**src/rtl/core/hsm_ram.sv**
```systemverilog
// hsm_ram: generic single-write, single-read memory with registered read
// depends on nothing
module hsm_ram #(
  parameter int WIDTH = 8,
  parameter int DEPTH = 16
) (
  input  logic                                   clk,
  input  logic                                   we,
  input  logic [(DEPTH > 1 ? $clog2(DEPTH) : 1)-1:0] waddr,
  input  logic [WIDTH-1:0]                       wdata,
  input  logic                                   re,
  input  logic [(DEPTH > 1 ? $clog2(DEPTH) : 1)-1:0] raddr,
  output logic [WIDTH-1:0]                       rdata
);

  logic [WIDTH-1:0] mem [DEPTH];

  always_ff @(posedge clk) begin
    if (we) begin
      mem[waddr] <= wdata;
    end
    if (re) begin
      rdata <= mem[raddr];
    end
  end

endmodule

```
**config.mk**
```make
export PLATFORM = sky130hd
export DESIGN_NAME = hsm_ram
export DESIGN_NICKNAME = d
export VERILOG_FILES = /design/src/rtl/core/hsm_ram.sv
export SDC_FILE = /design/constraint.sdc
export NUM_CORES = 1
export LEC_CHECK = 0
export ABC_AREA = 1
export BUFFER_PORTS_ARGS = -buffer_cell sky130_fd_sc_hd__buf_2
export CORE_UTILIZATION = 60
export DETAILED_ROUTE_END_ITERATION = 12
export GPL_ROUTABILITY_DRIVEN = 0
export PLACE_DENSITY = 0.78
export SLEW_MARGIN = 20
export SYNTH_ARGS = -nofsm -noshare
export SYNTH_HDL_FRONTEND = slang
export SYNTH_SLANG_ARGS = --single-unit
export TNS_END_PERCENT = 10
```
**constraint.sdc**
```tcl
create_clock -name clk -period 1.9 [get_ports clk]
set_input_delay 0 -clock clk [delete_from_list [all_inputs] [get_ports clk]]
set_output_delay 0 -clock clk [all_outputs]
set_load 0.02 [all_outputs]
```
==> results of run 1 <==
-- per-stage QoR --
stage          util [%]  instance area, µm²
5_1_grt            72.3                6750
3_3_place_gp       65.3                6090
6_report           72.3                6750
3_5_place_dp       65.3                6090
4_1_cts            72.3                6750
2_1_floorplan         -                5850
-- routing by layer --
layer,track usage (%),vias to the layer above,share of wire [%]
met5,0,-,0
met4,10.7,0,2.7
met3,5.69,39,10
met2,42.7,265,46
met1,41.3,1903,41
li1,-,1873,-
-- critical path: cells and delay by family, from the launching register on --
kind | cells | cell delay, ns
simple gates | 5 | 0.53
buf+inv | 1 | 0.06
flops | 1 | 0.36
-- worst max path at each step --
| stage | cells after the start | to | start | slack (ns) |
|---|---|---|---|---|
| 2_1_floorplan | 2 | mem[10][0]$_DFFE_PP_ | waddr[2] | 0.95 |
| 3_3_place_gp | 3 | mem[11][2]$_DFFE_PP_ | waddr[2] | 0.62 |
| 3_5_place_dp | 3 | mem[10][4]$_DFFE_PP_ | waddr[2] | 0.54 |
| 4_1_cts | 6 | rdata[3]$_DFFE_PP_ | mem[1][3]$_DFFE_PP_ | 0.74 |
| 5_1_grt | 6 | rdata[3]$_DFFE_PP_ | mem[0][3]$_DFFE_PP_ | 0.64 |
| 6_report | 6 | rdata[3]$_DFFE_PP_ | mem[1][3]$_DFFE_PP_ | 0.71 |
-- cell families after synthesis --
logic type | after synthesis
simple gates | 289
flops | 136
buf+inv | 126
-- where the power goes --
part / internal, mW / switching, mW
sequential: 3.38 / 0.0178
combinational: 0.129 / 0.309
clock: 1.85 / 1.20
-- placed cells by master (no fill, tap or decap), types with 3 or more instances in the layout --
cell,count
inv_1,100
dlygate4sd3_1,10
edfxtp_1,136
nand3_1,97
clkbuf_16,16
clkinvlp_4,3
buf_2,26
clkinv_1,5
buf_4,11
nand2_1,173
nor2_1,17
-- layout make-up --
class,instances,area [µm²],share of cell area (%)
Timing Repair Buffer,49,353,5.23
Tap cell,129,161,2.39
Multi-Input combinational cell,289,1210,18.0
Sequential cell,136,4080,60.5
Clock inverter,14,133,1.97
Clock buffer,18,418,6.20
Inverter,102,383,5.68
-- registers in the layout, summed over array words and instances (netlist names) --
name / count
rdata: 8
mem: 128
==> summary.md, run 1 <==
| Metric | Value |
|---|---|
| Syn-to-layout area delta | `15.4%` |
| Hold Path Class | `primary input to register` |
| Critical R2R Launch | `mem[1][3]$_DFFE_PP_` |
| Synth Area in Compound Gates | `0%` |
| Async SR Flop Fraction | `0%` |
| CTS Root Cell | `clkbuf_8` |
| Number of inserted diodes | `0` |
| # IOs | `27` |
| Final Cycle Share | `a little over three fifths` |
| DP Worst Slack | `0.539 ns` |
| Crit-path slowest cell | `edfxtp_1` |
| Crit. End Element | `register` |
| DP Cell Count | `695` |
| Critical path launch point type | `register` |
| Initial antenna violation count | `0` |
| Number of synthesized register bits | `136` |
| FF-to-FF End | `rdata[3]$_DFFE_PP_` |
| Post-synthesis xor/xnor area fraction | `0%` |
| Yosys cell types | `11` |
| Final wirelength | `13.0 mm` |
| DP HPWL | `7.66 mm` |
| Setup TNS after final layout | `0 ns` |
| DIE HEIGHT | `101 µm` |
| Non-Filler Instances | `737` |
| Synth area leaders | `edfxtp_1, nand2_1, nand3_1, inv_1, buf_6` |
| CP most frequent cell | `nand3_1` |
| IO buf count | `26` |
| Tightest Pin Transition | `0.789 ns` |
| WHS Endpoint | `mem[13][7]$_DFFE_PP_` |
| Clk_skew | `0.00710 ns` |
| CP Data Required Time | `between 2 and 2.5 ns` |
| Clock Tree Buf Depth | `2` |
| First-pass DRT Iterations | `5` |
| Hold WS | `0.0919 ns` |
| Hold Vio Cnt, Final | `0` |
| Iter 0 DRT Violations | `about 470` |
| Clk sinks | `136` |
| Outcome | `finished clean` |
| Fillers | `621` |
| Pwr dens | `1020 nW/µm²` |
| Simple-gate share of the synthesized area | `20.8%` |
| CTS HTree Levels | `4` |
| Pin count of the biggest net entering global routing | `between 60 and 70` |
| Total Routing Usage GR | `~28%` |
| Fin crit period | `1.19 ns` |
| Post-synth EDFFs | `136` |
| Avg WL per Cell | `between 15 and 20 µm` |
| Top cell type's share of synthesized area | `a little over two thirds` |
| Vias/cell | `roughly 5.5` |
| Nets | `~610` |
| Number of max-cap violations | `0` |
| Worst-path fanout max | `1` |
| Core ar. | `a little over 9000 µm²` |
| Synth Flop Type | `edfxtp_1` |
| Largest family of logic cells by synthesized area | `simple AND/OR/NAND/NOR gates` |
| Post-synthesis cell count | `551` |
| R2R depth | `6` |
| Min-Delay Startpoint | `waddr[2]` |
| Crit path cell chain | `inv_1 > nand2_1 > nand3_1 > nand3_1 > nand3_1 > nand2_1` |
| Clock latency on the worst-skew pair | `0.52 ns` |
| Maximum VDD drop | `~0.68 mV` |
| Setup violations, final | `0` |
| First-pass GRT wire length | `20.7 mm` |
| Overall Power | `6.88 mW` |
| Most frequent cell after synthesis | `nand2_1` |
| Area leader, netlist | `edfxtp_1` |
| Layout cell share with drive strength beyond 1 | `~11%` |
| Via count | `4080` |
| P_leak | `2.91 nW` |
| Clock slew at reported path FFs | `about 0.060 ns` |
| Min-Delay Path Depth | `3` |
| Adder-cell share of the synthesized area | `0%` |
| TritonCTS clock tree | `built` |
| Post-CTS setup buffers | `0` |
| Slew headroom | `47.2%` |
| Most common library cells after synthesis | `nand2_1, edfxtp_1, inv_1, nand3_1, nor2_1` |
| Number of gates resized after cts | `0` |
| Cts bufs inserted | `17` |
| Grt ovf | `0` |
| Hold buffers post-CTS | `10` |
| Remaining antenna violation count | `0` |
| Synth warn | `0` |
| Starting Density | `62.7%` |
| Mux contribution to synthesized area | `0%` |
| Fin. max-slew vios | `0` |
| Net Count, Synth | `570` |
| Crit-path max cell delay | `0.36 ns` |
| Overall die width | `101 µm` |
| Die area | `10100 µm²` |
| DRC | `0` |
| Arrival @ worst endpoint | `roughly 1.5 ns` |
| Core Rows | `35` |
| Vias in the first global route | `3870` |
| RSZ-0062 raised after global routing | `no` |
| Setup slack, reg-to-reg | `0.71 ns` |
| Sequential-to-total area share from yosys stat | `~70%` |
| Final Worst Setup Slack | `0.711 ns` |
| Mean post-synth cell area | `10.6 µm²` |
| Syn Std Cell Area | `5850 µm²` |
| Maximum clock frequency | `0.841 GHz` |
| Crit path kind | `register to register` |
Power figures use the tool's default switching activity.
==> run 2, diff against run 1 <==
==> constraint.sdc (replaced) <==
create_clock -name clk -period 1.15 [get_ports clk]
set_input_delay 0 -clock clk [delete_from_list [all_inputs] [get_ports clk]]
set_output_delay 0 -clock clk [all_outputs]
set_load 0.02 [all_outputs]
==> run 2 against run 1 <==
  * Power up 75%
  * Routed wire length increased by 5.9%
  * Register-to-register slack worse by 0.69 ns
  * Non-clock buffer count up 16
  * Highest routed layer unchanged
  * Core utilization rose by 4.1 points
  * Largest cell class unchanged
  * Sequential cell count stayed put
  * Count of clock-buffer cells in the layout is 1 lower
==> summary.md, run 2 (synthesis results as in run 1) <==
| Metric | Value |
|---|---|
| Outcome | `finished clean` |
| Max FFs per register | `approximately 130` |
| Multi-input logic area | `1390 µm²` |
| Grt ovf | `0` |
| Number of max-cap violations | `0` |
| # IOs | `27` |
| Final Worst Setup Slack | `0.0201 ns` |
| Clock slew at reported path FFs | `0.06 ns` |
| Number of inserted diodes | `0` |
| Arrival @ worst endpoint | `around 1.4 ns` |
| TritonCTS clock tree | `built` |
| Via count | `4112` |
| Hold Path Class | `primary input to register` |
| R2R depth | `6` |
| Top reg by flops | `mem` |
| Maximum VDD drop | `between 1 and 1.5 mV` |
| Remaining antenna violation count | `0` |
| Clock Tree Buf Depth | `2` |
| RSZ-0062 raised after global routing | `yes` |
| Vias in the first global route | `3904` |
| Overall die width | `101 µm` |
| Hold Vio Cnt, Final | `0` |
| Fin crit period | `1.13 ns` |
| Syn-to-layout area delta | `21.8%` |
| Total Routing Usage GR | `29.0%` |
| Critical R2R Launch | `mem[5][6]$_DFFE_PP_` |
| Nets | `630` |
| Most common cell after layout, fill and taps aside | `nand2_1` |
| Setup TNS after final layout | `0 ns` |
| CTS Root Cell | `clkbuf_8` |
| Final Cycle Share | `98.3%` |
| Clk_skew | `0.00755 ns` |
| Layout cell share with drive strength beyond 1 | `between 20% and 30%` |
| Clk sinks | `around 140` |
| Critical path launch point type | `register` |
| Top flop regs | `mem (128), rdata (8)` |
| FF-to-FF End | `rdata[6]$_DFFE_PP_` |
| Tightest Pin Transition | `roughly 0.7 ns` |
| Pin count of the biggest net entering global routing | `57` |
| Initial antenna violation count | `0` |
| Cts bufs inserted | `17` |
| Crit. End Element | `register` |
| Commonest non-fill, non-tap cells in the layout | `nand2_1, edfxtp_1, inv_1` |
| Maximum clock frequency | `0.885 GHz` |
| Post-CTS setup buffers | `0` |
| Crit path kind | `register to register` |
| Vias/cell | `5.46` |
| Starting Density | `62.7%` |
| Die area | `10100 µm²` |
| Slew headroom | `53.6%` |
| Avg WL per Cell | `about 18 µm` |
| Worst-path fanout max | `1` |
| Setup violations, final | `0` |
| WHS Endpoint | `mem[3][7]$_DFFE_PP_` |
| Min-Delay Path Depth | `4` |
| Pwr dens | `1690 nW/µm²` |
| DRC | `0` |
| CP Data Required Time | `about 1.4 ns` |
| Setup slack, reg-to-reg | `0.02 ns` |
| Iter 0 DRT Violations | `461` |
| Core ar. | `9330 µm²` |
| Final wirelength | `between 10 and 15 mm` |
| Fillers | `581` |
| DP HPWL | `7.74 mm` |
| IO buf count | `26` |
| DP Worst Slack | `-0.142 ns` |
| CTS HTree Levels | `4` |
| First-pass DRT Iterations | `5` |
| First-pass GRT wire length | `approximately 21 mm` |
| DIE HEIGHT | `101 µm` |
| Area occupied by registers | `4080 µm²` |
| Core Rows | `35` |
| P_leak | `3.09 nW` |
| Hold WS | `0.121 ns` |
| Min-Delay Startpoint | `we` |
| Clock latency on the worst-skew pair | `0.52 ns` |
| Fin. max-slew vios | `0` |
## run 2: cell count changes in the layout (fill, tap and decap cells not counted), sizes merged
cell	before	now
clkbuf	18	17
clkinv	8	4
bufinv	2	4
inv	103	106
dlygate4sd3	10	11
buf	39	54
## run 2: routing by layer
layer  part of all wire (%)  global-route usage (%)
met1                     41                    39.9
met2                     47                    43.9
met3                    9.3                    7.00
met4                    3.1                    13.8
met5                      0                       0
## run 2: final cells by class
type / instances / share of cell area, %
multi-input cells: 289 / 19.6
well taps: 129 / 2.27
clock inverters: 15 / 2.79
clock buffers: 17 / 5.81
flip-flops and latches: 136 / 57.3
inverters: 102 / 5.38
repair buffers: 65 / 6.85
## run 2: stage by stage
| stage | util [%] | area, µm² | power, mW | instances |
|---|---|---|---|---|
| floorplan | - | 5850 | 6.14 | 551 |
| global placement | 66.7 | 6220 | 6.41 | 710 |
| detailed placement | 66.7 | 6220 | 6.43 | 710 |
| CTS | 74.4 | 6940 | 12.0 | 753 |
| global route | 76.4 | 7120 | 12.3 | 753 |
| finish | 76.4 | 7120 | 12.1 | 753 |
## run 2: how the worst max path moves through the flow
stage	start	end	slack, ns
floorplan	waddr[2]	mem[10][0]$_DFFE_PP_	0.20
global placement	raddr[0]	rdata[0]$_DFFE_PP_	-0.1
detailed placement	raddr[0]	rdata[1]$_DFFE_PP_	-0.14
CTS	mem[5][6]$_DFFE_PP_	rdata[6]$_DFFE_PP_	0.008
global route	mem[1][1]$_DFFE_PP_	rdata[1]$_DFFE_PP_	-0.03
finish	mem[5][6]$_DFFE_PP_	rdata[6]$_DFFE_PP_	0.02
## run 2: power breakdown
group	internal [mW]	switching (mW)
combinational	0.262	0.560
clock	3.53	2.08
sequential	5.58	0.0322
total	9.38	2.68
## run 2: what timing repair did
action | CTS | global route
hold buffers | 11 | 0
hold endpoints to repair | 142 | 0
endpoints found under the setup margin | 0 | 7
gates resized for setup | 0 | 40
## run 2: worst max-delay path: stages (launching register included)
cell      delay (ns)
edfxtp_1        0.40
inv_2           0.07
nand2_1         0.07
nand3_2         0.10
nand3_2         0.09
nand3_2         0.09
nand2_1         0.07
